==> config.mk <==
export PLATFORM = sky130hd
export DESIGN_NAME = utf8_text_scorer_unit
export DESIGN_NICKNAME = d
export VERILOG_FILES = /design/src/rtl/core/uts_pkg.sv /design/src/rtl/core/uts_decode.sv /design/src/rtl/core/utf8_text_scorer_unit.sv
export SDC_FILE = /design/constraint.sdc
export NUM_CORES = 1
export LEC_CHECK = 0
export BUFFER_PORTS_ARGS = -buffer_cell sky130_fd_sc_hd__buf_2
export CAP_MARGIN = 20
export CORE_UTILIZATION = 65
export CTS_CLUSTER_DIAMETER = 60
export CTS_CLUSTER_SIZE = 20
export DETAILED_ROUTE_END_ITERATION = 16
export PLACE_DENSITY = 0.86
export SYNTH_ARGS = -nofsm -noshare
export SYNTH_HDL_FRONTEND = slang
export SYNTH_SLANG_ARGS = --single-unit
==> constraint.sdc <==
create_clock -name clk -period 10.1 [get_ports clk]
set_input_delay 1.01 -clock clk [delete_from_list [all_inputs] [get_ports clk]]
set_output_delay 1.01 -clock clk [all_outputs]
set_load 0.01 [all_outputs]
==> src/rtl/core/uts_pkg.sv <==
// shared types, constants and scoring function for the utf-8 text scorer
`timescale 1ns / 1ps
`default_nettype none

package uts_pkg;

  localparam int SCORE_W = 22;
  localparam int CP_W    = 21;
  localparam int DELTA_W = 7;

  localparam int DEF_MAX_STRING_BYTES = 65535;
  localparam int FIELD_HIGH           = 2097151;
  localparam int FIELD_LOW            = -2097152;

  localparam logic signed [SCORE_W-1:0] INVALID_SCORE = SCORE_W'(-100000);

  localparam logic [CP_W-1:0] CP_REPLACEMENT = CP_W'('hFFFD);
  localparam logic [CP_W-1:0] CP_CJK_LO      = CP_W'('h4E00);
  localparam logic [CP_W-1:0] CP_CJK_HI      = CP_W'('h9FFF);
  localparam logic [CP_W-1:0] CP_CJK_EXT_LO  = CP_W'('h3400);
  localparam logic [CP_W-1:0] CP_CJK_EXT_HI  = CP_W'('h4DBF);
  localparam logic [CP_W-1:0] CP_KANA_LO     = CP_W'('h3040);
  localparam logic [CP_W-1:0] CP_KANA_HI     = CP_W'('h30FF);
  localparam logic [CP_W-1:0] CP_HANGUL_LO   = CP_W'('hAC00);
  localparam logic [CP_W-1:0] CP_HANGUL_HI   = CP_W'('hD7AF);
  localparam logic [CP_W-1:0] CP_FULLW_LO    = CP_W'('hFF00);
  localparam logic [CP_W-1:0] CP_FULLW_HI    = CP_W'('hFFEF);

  localparam logic [7:0] BYTE_TAB = 8'h09;

  localparam logic signed [DELTA_W-1:0] DELTA_CONTROL = -7'sd8;
  localparam logic signed [DELTA_W-1:0] DELTA_ASCII   = 7'sd1;
  localparam logic signed [DELTA_W-1:0] DELTA_BAD_CP  = -7'sd50;
  localparam logic signed [DELTA_W-1:0] DELTA_WIDE_CP = 7'sd8;
  localparam logic signed [DELTA_W-1:0] DELTA_OTHER   = 7'sd2;

  typedef struct packed {
    logic [1:0]      pending;
    logic [CP_W-1:0] cp;
    logic            failed;
  } dec_state_t;

  typedef struct packed {
    dec_state_t                 st;
    logic                       add_en;
    logic signed [DELTA_W-1:0]  delta;
  } dec_result_t;

  function automatic logic signed [DELTA_W-1:0] cp_delta(input logic [CP_W-1:0] cp);
    logic wide;
    wide = (cp >= CP_CJK_LO && cp <= CP_CJK_HI) ||
           (cp >= CP_CJK_EXT_LO && cp <= CP_CJK_EXT_HI) ||
           (cp >= CP_KANA_LO && cp <= CP_KANA_HI) ||
           (cp >= CP_HANGUL_LO && cp <= CP_HANGUL_HI) ||
           (cp >= CP_FULLW_LO && cp <= CP_FULLW_HI);
    if (cp == CP_REPLACEMENT) return DELTA_BAD_CP;
    else if (wide)            return DELTA_WIDE_CP;
    else                      return DELTA_OTHER;
  endfunction

endpackage

`default_nettype wire

==> src/rtl/core/uts_decode.sv <==
// utf-8 byte decoder: next decoder state and score delta for one byte
`timescale 1ns / 1ps
`default_nettype none

module uts_decode
  import uts_pkg::*;
(
  input  dec_state_t  cur,
  input  logic [7:0]  text_byte,
  output dec_result_t res
);

  logic [CP_W-1:0] cp_shift;

  // continuation bytes are taken on faith, only the low six bits count
  assign cp_shift = {cur.cp[CP_W-7:0], text_byte[5:0]};

  always_comb begin
    res        = '0;
    res.st     = cur;
    res.add_en = 1'b0;
    res.delta  = DELTA_OTHER;
    if (!cur.failed) begin
      priority if (cur.pending != 2'd0) begin
        res.st.cp      = cp_shift;
        res.st.pending = cur.pending - 2'd1;
        if (cur.pending == 2'd1) begin
          res.add_en = 1'b1;
          res.delta  = cp_delta(cp_shift);
        end
      end else if (!text_byte[7]) begin
        res.add_en = 1'b1;
        res.delta  = (text_byte < 8'h20 && text_byte != BYTE_TAB) ? DELTA_CONTROL
                                                                   : DELTA_ASCII;
      end else if (text_byte[7:5] == 3'b110) begin
        res.st.pending = 2'd1;
        res.st.cp      = CP_W'(text_byte[4:0]);
      end else if (text_byte[7:4] == 4'b1110) begin
        res.st.pending = 2'd2;
        res.st.cp      = CP_W'(text_byte[3:0]);
      end else if (text_byte[7:3] == 5'b11110) begin
        res.st.pending = 2'd3;
        res.st.cp      = CP_W'(text_byte[2:0]);
      end else begin
        res.st.failed = 1'b1;
      end
    end
  end

endmodule

`default_nettype wire

==> src/rtl/core/utf8_text_scorer_unit.sv <==
// top level of the utf-8 text scorer: byte stream in, one score per string out
`timescale 1ns / 1ps
`default_nettype none

// Takes one byte of a string per transaction (tlast on the final byte) and
// returns one transaction per string: the saturated plausibility score, with
// tuser set and score -100000 when a bad lead byte was seen or the string
// ended inside a multi-byte sequence. One byte is accepted every clock unless
// a final byte waits on a full output register; bytes pass the input register
// and results the output register, which lets the next string stream in while
// a result waits to be taken. Decoder state and running score update per byte.
// The score clamps at the extremes reachable by MAX_STRING_BYTES bytes.
module utf8_text_scorer_unit
  import uts_pkg::*;
#(
  parameter int MAX_STRING_BYTES = DEF_MAX_STRING_BYTES
) (
  input  logic        clk,
  input  logic        rst,
  input  logic        s_tvalid,
  output logic        s_tready,
  input  logic [7:0]  s_tdata,   // [7:0] text_byte
  input  logic        s_tlast,   // last_byte
  output logic        m_tvalid,
  input  logic        m_tready,
  output logic [23:0] m_tdata,   // [21:0] score, [23:22] zero
  output logic        m_tuser    // invalid
);

  localparam int HI_RAW   = (MAX_STRING_BYTES * 8) / 3;
  localparam int LO_RAW   = -((MAX_STRING_BYTES * 50) / 3);
  localparam int SCORE_HI = (HI_RAW > FIELD_HIGH) ? FIELD_HIGH : HI_RAW;
  localparam int SCORE_LO = (LO_RAW < FIELD_LOW) ? FIELD_LOW : LO_RAW;
  localparam logic signed [SCORE_W:0] SAT_HI = (SCORE_W + 1)'(SCORE_HI);
  localparam logic signed [SCORE_W:0] SAT_LO = (SCORE_W + 1)'(SCORE_LO);

  // input register
  logic       in_valid;
  logic [7:0] in_byte;
  logic       in_last;

  // decoder state
  dec_state_t                 dec_st;
  logic signed [SCORE_W-1:0]  running_score;

  // output register
  logic                       out_valid;
  logic signed [SCORE_W-1:0]  out_score;
  logic                       out_invalid;

  dec_result_t                dec_res;
  logic signed [SCORE_W:0]    sum;
  logic signed [SCORE_W-1:0]  score_next;
  logic                       advance;

  uts_decode u_decode (
    .cur       (dec_st),
    .text_byte (in_byte),
    .res       (dec_res)
  );

  // only a final byte needs room in the output register
  assign advance  = in_valid && (!in_last || !out_valid || m_tready);
  assign s_tready = !in_valid || advance;

  always_comb begin
    sum = (SCORE_W + 1)'(running_score) + (SCORE_W + 1)'(dec_res.delta);
    priority if (!dec_res.add_en) score_next = running_score;
    else if (sum > SAT_HI)        score_next = SCORE_W'(SAT_HI);
    else if (sum < SAT_LO)        score_next = SCORE_W'(SAT_LO);
    else                          score_next = SCORE_W'(sum);
  end

  always_ff @(posedge clk) begin
    if (rst) begin
      in_valid <= 1'b0;
    end else if (s_tready) begin
      in_valid <= s_tvalid;
    end
  end

  always_ff @(posedge clk) begin
    if (s_tvalid && s_tready) begin
      in_byte <= s_tdata;
      in_last <= s_tlast;
    end
  end

  always_ff @(posedge clk) begin
    if (rst) begin
      dec_st        <= '0;
      running_score <= '0;
    end else if (advance) begin
      if (in_last) begin
        dec_st        <= '0;
        running_score <= '0;
      end else begin
        dec_st        <= dec_res.st;
        running_score <= score_next;
      end
    end
  end

  always_ff @(posedge clk) begin
    if (rst) begin
      out_valid <= 1'b0;
    end else if (advance && in_last) begin
      out_valid <= 1'b1;
    end else if (m_tready) begin
      out_valid <= 1'b0;
    end
  end

  always_ff @(posedge clk) begin
    if (advance && in_last) begin
      if (dec_res.st.failed || dec_res.st.pending != 2'd0) begin
        out_score   <= INVALID_SCORE;
        out_invalid <= 1'b1;
      end else begin
        out_score   <= score_next;
        out_invalid <= 1'b0;
      end
    end
  end

  assign m_tvalid = out_valid;
  assign m_tdata  = {2'b00, out_score};
  assign m_tuser  = out_invalid;

endmodule

`default_nettype wire

==> flow_metrics.py, run 1 <==
metrics = {
    "synth": {
        "post_synth_cell_types": 75,
        "synth_cells": 536,
        "netlist_area_um2": 4670,
        "postSynthAreaPerCell_um2": 8.72,
        "yosys_warnings": 0,
        "synth_top_area_cell": "sky130_fd_sc_hd__edfxtp_1",
        "synth_flop_cell": "sky130_fd_sc_hd__dfxtp_1",
        "postSynthRegisterBits": 74,
        "yosysSeqAreaShare_pct": 38.6,
        "edff_count_synth": 32,
        "netlist.area_leader.share_pct": 20.6,
        "synth_async_reset_ratio_pct": 0,
        "ys_top_cells_by_area": "sky130_fd_sc_hd__edfxtp_1, sky130_fd_sc_hd__dfxtp_1, sky130_fd_sc_hd__ha_1, sky130_fd_sc_hd__a21oi_1, sky130_fd_sc_hd__nand2_1",
    },
    "routing": {
        "first_pass_iters": 5,
        "vias_cell": 6.69,
        "drt_first_iter_violations": 397,
        "route.vias.total": 4396,
        "detail_route.drc_violations": 0,
        "postRouteAntennaNets": 0,
        "drt-wirelength-per-cell_um": 18.1,
        "routed_wirelength_um": 11900,
    },
    "worst_hold_path": {
        "timing.hold.worst_endpoint": "dec_st[12]$_SDFFE_PP0P_",
        "hold_path.startpoint": "dec_st[12]$_SDFFE_PP0P_",
        "worst_hold_path_type": "reg2reg",
        "holdPathStages": 2,
    },
    "clocking": {
        "cts_max_level": 3,
        "clk_pin_slew_ps": 80,
        "cts_hold_buffers": 0,
        "clock-sinks": 74,
        "cts_repair_resize_count": 0,
        "cts_setup_buffers": 0,
        "maximum_buffer_depth_of_the_clock_tree": 2,
        "cts_tree": "done",
        "clk_latency_ps": 360,
        "tritoncts.num_buffers": 9,
        "clock_tree.root_cell": "sky130_fd_sc_hd__clkbuf_8",
    },
    "die": {
        "die_height_um": 86.8,
        "placementRows": 30,
        "initial_core_utilization_pct": 68.0,
        "coreArea_um2": 6870,
        "fp.dieArea_um2": 7530,
        "die_width_um": 86.8,
        "io-pin-count": 40,
    },
    "critical_path": {
        "worst-r2r-cell-count": 19,
        "crit_path_start_kind": "register",
        "arrival_ps": 6010,
        "timing.critical_path.from": "dec_st[12]$_SDFFE_PP0P_",
        "worstReg2RegEnd": "running_score[13]$_SDFFE_PP0P_",
        "cp_max_fo": 11,
        "worst_ep_required_time_ps": 10360,
        "critPathCaptureType": "register",
        "r2r-start": "dec_st[12]$_SDFFE_PP0P_",
        "setup.reg_to_reg.worst_slack_ps": 4360,
        "category_of_the_critical_setup_timing_path": "reg2reg",
    },
    "finish": {
        "num-nets-final": 592,
        "layout.core_utilization_pct": 73.8,
        "num_antenna_cells": 0,
        "synthToLayoutAreaGrowth_pct": 8.41,
        "final_layout_size_suffix_gt1_share_pct": 14.3,
    },
    "timing": {
        "fmax_ghz": 0.174,
        "finalHoldViolations": 0,
        "skew_ps": 13.7,
        "finalSetupViolations": 0,
        "grt_setup_unrepaired": "no",
        "worst_pin_slew_ps": 1010,
        "worst_slew_margin_rel_pct": 32.2,
        "final_critical_period_ps": 5740,
        "finalCritPeriodShare_pct": 56.9,
        "final_report_max_slew_violation_count": 0,
        "fin_ws_ps": 4360,
        "accumulated_negative_setup_slack_ps": 0,
    },
    "global_route": {
        "grt_overflow": 0,
        "grt_max_degree": 25,
        "groute.usage.overall_pct": 32.9,
        "number_of_antenna_violations_at_the_first_check_in_global_routing": 0,
        "grt_first_pass_wirelength_um": 19200,
        "first_global_vias": 3909,
    },
    "power_and_ir_drop": {
        "power.density_nw_per_um2": 131,
        "power_w": 0.000664,
        "total_leakage_power_nw": 1.89,
        "worst_ir_drop_vdd_v": 0.0000941,
    },
    "placement": {
        "routabilityCongestion": 0.930,
        "hpwl_reported_at_the_end_of_detailed_placement_um": 8540,
        "port_buffers": 37,
        "post-place-ws_ps": 4560,
    },
    "run": {
        "cap_viol_max_count": 0,
    },
    "outcome": {
        "outcome": "complete, no violations",
    },
}
[critical path: stages, from the launching register on]
cell	delay [ps]
sky130_fd_sc_hd__dfxtp_1	320
sky130_fd_sc_hd__or4_1	580
sky130_fd_sc_hd__a311o_1	340
sky130_fd_sc_hd__a31oi_1	130
sky130_fd_sc_hd__nor2_1	50
sky130_fd_sc_hd__a31oi_1	160
sky130_fd_sc_hd__mux2i_1	110
sky130_fd_sc_hd__a21oi_1	320
sky130_fd_sc_hd__nor2_1	140
sky130_fd_sc_hd__fa_1	470
sky130_fd_sc_hd__a211oi_2	330
sky130_fd_sc_hd__o21ai_2	160
sky130_fd_sc_hd__nand2_1	140
sky130_fd_sc_hd__nand2_1	160
sky130_fd_sc_hd__a31oi_1	230
sky130_fd_sc_hd__xnor2_1	300
sky130_fd_sc_hd__nand4b_1	270
sky130_fd_sc_hd__o41ai_2	930
sky130_fd_sc_hd__nand2_1	210
sky130_fd_sc_hd__a311oi_2	280
[metrics by stage]
stage                     cells  area [um2]  hold WS [ps]
after global routing        657        5070           479
after detailed placement    639        4840           450
after floorplan             537        4680           426
after CTS                   655        5050           461
after global placement      639        4840           435
final                       657        5070           458
[flip-flops by register name, indices dropped and copies added (netlist names)]
register and count:
running_score 22, in_byte 8, m_tuser 1, out_score 22, m_tvalid 1, in_last 1
in_valid 1, dec_st 18
[cells by family after synthesis]
kind of cell	count (synthesis)	share of synthesized area, %
DFF	74	38.6
adders and majority gates	23	6.32
AOI/OAI and AO/OA	169	25.6
muxes	1	0.214
xor gates and xnor gates	23	4.63
other	1	0.0802
and+or+nand+nor	201	20.4
buffers and inverters	44	4.12
[metal layers]
metal,global-route usage [%],share of wire [%]
met5,0,0
met4,12.1,2.4
met3,5.62,10
met2,50.4,45
met1,46.8,43
[cell usage in the layout, fill, tap and decap left out, types with 5 or more instances in the layout]
cell and instances:
sky130_fd_sc_hd__nand4_1 10, sky130_fd_sc_hd__xnor2_1 15, sky130_fd_sc_hd__nor4_1 8, sky130_fd_sc_hd__nand2_1 58
sky130_fd_sc_hd__a21o_1 9, sky130_fd_sc_hd__a21oi_1 49, sky130_fd_sc_hd__xor2_1 6, sky130_fd_sc_hd__o31ai_1 12
sky130_fd_sc_hd__nand3_1 23, sky130_fd_sc_hd__a211oi_1 8, sky130_fd_sc_hd__and3_1 5, sky130_fd_sc_hd__nor2b_1 8
sky130_fd_sc_hd__a311oi_1 5, sky130_fd_sc_hd__nor3_1 12, sky130_fd_sc_hd__o21ai_0 26, sky130_fd_sc_hd__ha_1 22
sky130_fd_sc_hd__edfxtp_1 32, sky130_fd_sc_hd__a31oi_1 8, sky130_fd_sc_hd__inv_1 12, sky130_fd_sc_hd__buf_2 37
sky130_fd_sc_hd__dfxtp_1 42, sky130_fd_sc_hd__o211ai_1 8, sky130_fd_sc_hd__clkbuf_8 9, sky130_fd_sc_hd__nor2_1 55
[cell usage after synthesis, drive strengths merged, types with 3 or more instances]
cell / n
a211oi: 11
a21o: 9
a21oi: 50
a311oi: 6
a31oi: 9
a32o: 3
and2: 5
and3: 5
buf: 11
clkbuf: 21
dfxtp: 42
edfxtp: 32
ha: 22
inv: 12
nand2: 58
nand2b: 3
nand3: 23
nand4: 10
nor2: 55
nor2b: 8
nor3: 12
nor4: 8
o211ai: 9
o21a: 3
o21ai: 30
o31ai: 13
or3: 3
or4: 3
xnor2: 17
xor2: 6
[final cells by class]
class / count / area (um2)
tap: 96 / 120
timing repair buffer: 40 / 208
fill: 526 / 1800
clock inverter: 4 / 31.3
multi-input combinational: 419 / 2680
inverter: 12 / 45.0
sequential: 74 / 1800
clock buffer: 12 / 178
[power by group]
part / internal [W] / switching [W]
clock network: 0.000121 / 0.000116
logic: 0.0000314 / 0.0000665
registers: 0.000322 / 0.00000708
total: 0.000474 / 0.000190
[worst max-delay path by stage]
stage	endpoint	slack (ps)	cells after the start
finish	running_score[13]$_SDFFE_PP0P_	4360	19
global route	running_score[11]$_SDFFE_PP0P_	3970	18
CTS	running_score[13]$_SDFFE_PP0P_	4490	16
detailed placement	running_score[11]$_SDFFE_PP0P_	4560	16
global placement	running_score[13]$_SDFFE_PP0P_	4670	19
floorplan	out_score[4]$_SDFFCE_PP0P_	5400	20
No activity file was read; power rests on OpenSTA's default activity.
==> run 2: changes to the inputs <==
Settings changed: CORE_UTILIZATION 65 to 54, PLACE_DENSITY 0.86 to 0.76.
Clock period 10.1 ns to 4.9 ns, I/O delays scaled along.
==> flow_metrics.py, run 2 (same netlist as run 1, synthesis figures left out) <==
metrics = {
    "outcome": {
        "outcome": "finished, violations left",
        "failed_checks": "negative setup slack",
    },
    "power_and_ir_drop": {
        "power.density_nw_per_um2": 257,
        "worst_ir_drop_vdd_v": 0.000220,
        "total_leakage_power_nw": 2.35,
    },
    "routing": {
        "first_pass_iters": 5,
        "detail_route.drc_violations": 0,
        "drt_first_iter_violations": 497,
        "vias_cell": 6.64,
        "drt-wirelength-per-cell_um": 19.6,
        "route.vias.total": 4947,
        "routed_wirelength_um": 14600,
        "postRouteAntennaNets": 0,
    },
    "critical_path": {
        "arrival_ps": 5340,
        "setup.reg_to_reg.worst_slack_ps": -190,
        "worst_ep_required_time_ps": 5150,
        "cp_max_fo": 9,
        "category_of_the_critical_setup_timing_path": "reg2reg",
        "crit_path_start_kind": "register",
        "critPathSlowestCell": "sky130_fd_sc_hd__or4_4",
        "critical_path.top_delay_family": "compound AO/OA/AOI/OAI gates",
        "critPathCaptureType": "register",
        "cp_slowest_stage_delay_ps": 540,
        "worstPathCellList": "or4_4 -> a311o_1 -> a31oi_1 -> nor2_1 -> a31oi_1 -> mux2i_1 -> a21oi_2 -> nor2_2 -> ha_1 -> a211oi_2 -> buf_4 -> o21ai_4 -> buf_6 -> xnor2_4 -> a21oi_1 -> or3_1 -> a211o_1 -> a221oi_2 -> o2111ai_4 -> and2_4 -> buf_4 -> o31ai_1",
        "worstPathBufferInverterCount": 3,
    },
    "finish": {
        "final_layout_size_suffix_gt1_share_pct": 30.8,
        "mostFrequentLayoutCell": "sky130_fd_sc_hd__buf_4",
        "layout.core_utilization_pct": 73.1,
        "most_frequent_cells_in_the_layout": "sky130_fd_sc_hd__buf_4, sky130_fd_sc_hd__nand2_1, sky130_fd_sc_hd__nor2_1",
        "num-nets-final": 671,
        "final_cells": 745,
        "largestRegisters": "out_score: 22 flops, running_score: 22 flops, dec_st: 18 flops",
        "num_antenna_cells": 0,
        "synthToLayoutAreaGrowth_pct": 29.8,
    },
    "die": {
        "fp.dieArea_um2": 9030,
        "placementRows": 33,
        "initial_core_utilization_pct": 56.3,
        "coreArea_um2": 8300,
        "io-pin-count": 40,
        "die_height_um": 95.0,
        "die_width_um": 95.0,
    },
    "timing": {
        "fin_ws_ps": -189,
        "finalSetupViolations": 41,
        "grt_setup_unrepaired": "yes",
        "worst_slew_margin_rel_pct": 35.4,
        "final_critical_period_ps": 5090,
        "finalHoldViolations": 0,
        "worst_pin_slew_ps": 968,
        "finalCritPeriodShare_pct": 104,
        "skew_ps": 11.7,
        "fmax_ghz": 0.197,
        "final_report_max_slew_violation_count": 0,
    },
    "clocking": {
        "clk_latency_ps": 350,
        "clock_tree.root_cell": "sky130_fd_sc_hd__clkbuf_8",
        "maximum_buffer_depth_of_the_clock_tree": 2,
        "clock-sinks": 74,
        "cts_tree": "done",
        "clk_pin_slew_ps": 70,
        "tritoncts.num_buffers": 9,
        "cts_max_level": 3,
        "cts_hold_buffers": 0,
    },
    "worst_hold_path": {
        "worst_hold_path_type": "in2reg",
    },
    "placement": {
        "dp.cells": 707,
        "routabilityCongestion": 0.913,
        "hpwl_reported_at_the_end_of_detailed_placement_um": 9180,
        "post-place-ws_ps": -266,
        "port_buffers": 37,
    },
    "global_route": {
        "grt_max_degree": 25,
        "grt_first_pass_wirelength_um": 21000,
        "number_of_antenna_violations_at_the_first_check_in_global_routing": 0,
        "first_global_vias": 4362,
        "grt_overflow": 0,
        "groute.usage.overall_pct": 30.3,
    },
    "run": {
        "cap_viol_max_count": 0,
    },
}
==> run 2: cell count changes in the layout (fill, tap and decap cells not counted), sizes merged <==
cell,delta
clkinv,-1
and2,+1
bufinv,+3
clkbuf,-1
buf,+77
inv,-1
o41a,+1
==> run 2: path summary, 6_finish.rpt <==
check | start | endpoint | depth (start not counted)
max | dec_st[14]$_SDFFE_PP0P_ | running_score[12]$_SDFFE_PP0P_ | 22
min | s_tlast | in_last$_DFFE_PP_ | 1
max reg2reg | dec_st[14]$_SDFFE_PP0P_ | running_score[12]$_SDFFE_PP0P_ | 22
min reg2reg | dec_st[14]$_SDFFE_PP0P_ | dec_st[14]$_SDFFE_PP0P_ | 2
==> run 2: layer usage <==
metal,vias up,GRT usage (%),share of wire [%]
li1,2209,-,-
met1,2269,39.6,38
met2,390,48.7,47
met3,79,5.90,10
met4,0,13.8,4.7
met5,-,0,0
==> run 2: cell type report <==
| type | count | area (um2) |
|---|---|---|
| flip-flops and latches | 74 | 1800 |
| fillers | 571 | 2230 |
| multi-input cells | 421 | 3020 |
| well taps | 105 | 131 |
| inverters | 12 | 45.0 |
| repair buffers | 117 | 827 |
| clock buffers | 11 | 131 |
| clock inverters | 5 | 104 |
==> run 2: metrics by stage <==
| step | hold WS [ps] | setup TNS, ps | area, um2 | power (W) |
|---|---|---|---|---|
| floorplan | 426 | 0 | 4680 | 0.000837 |
| global placement | 436 | -1030 | 5320 | 0.000924 |
| global route | 299 | -12890 | 6070 | 0.00159 |
| finish | 315 | -4530 | 6070 | 0.00156 |
| CTS | 304 | -2.90 | 5800 | 0.00151 |
| detailed placement | 446 | -3390 | 5320 | 0.000930 |
==> run 2: what timing repair did <==
action | 4_1_cts | 5_1_grt
gates cloned | 2 | 1
endpoints found under the setup margin | 41 | 41
buffers inserted | 9 | 10
endpoints found under the hold margin | 0 | 0
pin swaps | 21 | 20
resized for setup | 31 | 37
==> run 2: report_power, final <==
| group | switching [W] | internal, W | leakage (nW) |
|---|---|---|---|
| Clock | 0.000228 | 0.000339 | 0.118 |
| Combinational | 0.000181 | 0.000130 | 1.60 |
| Sequential | 0.0000144 | 0.000665 | 0.634 |
| Total | 0.000423 | 0.00113 | 2.35 |
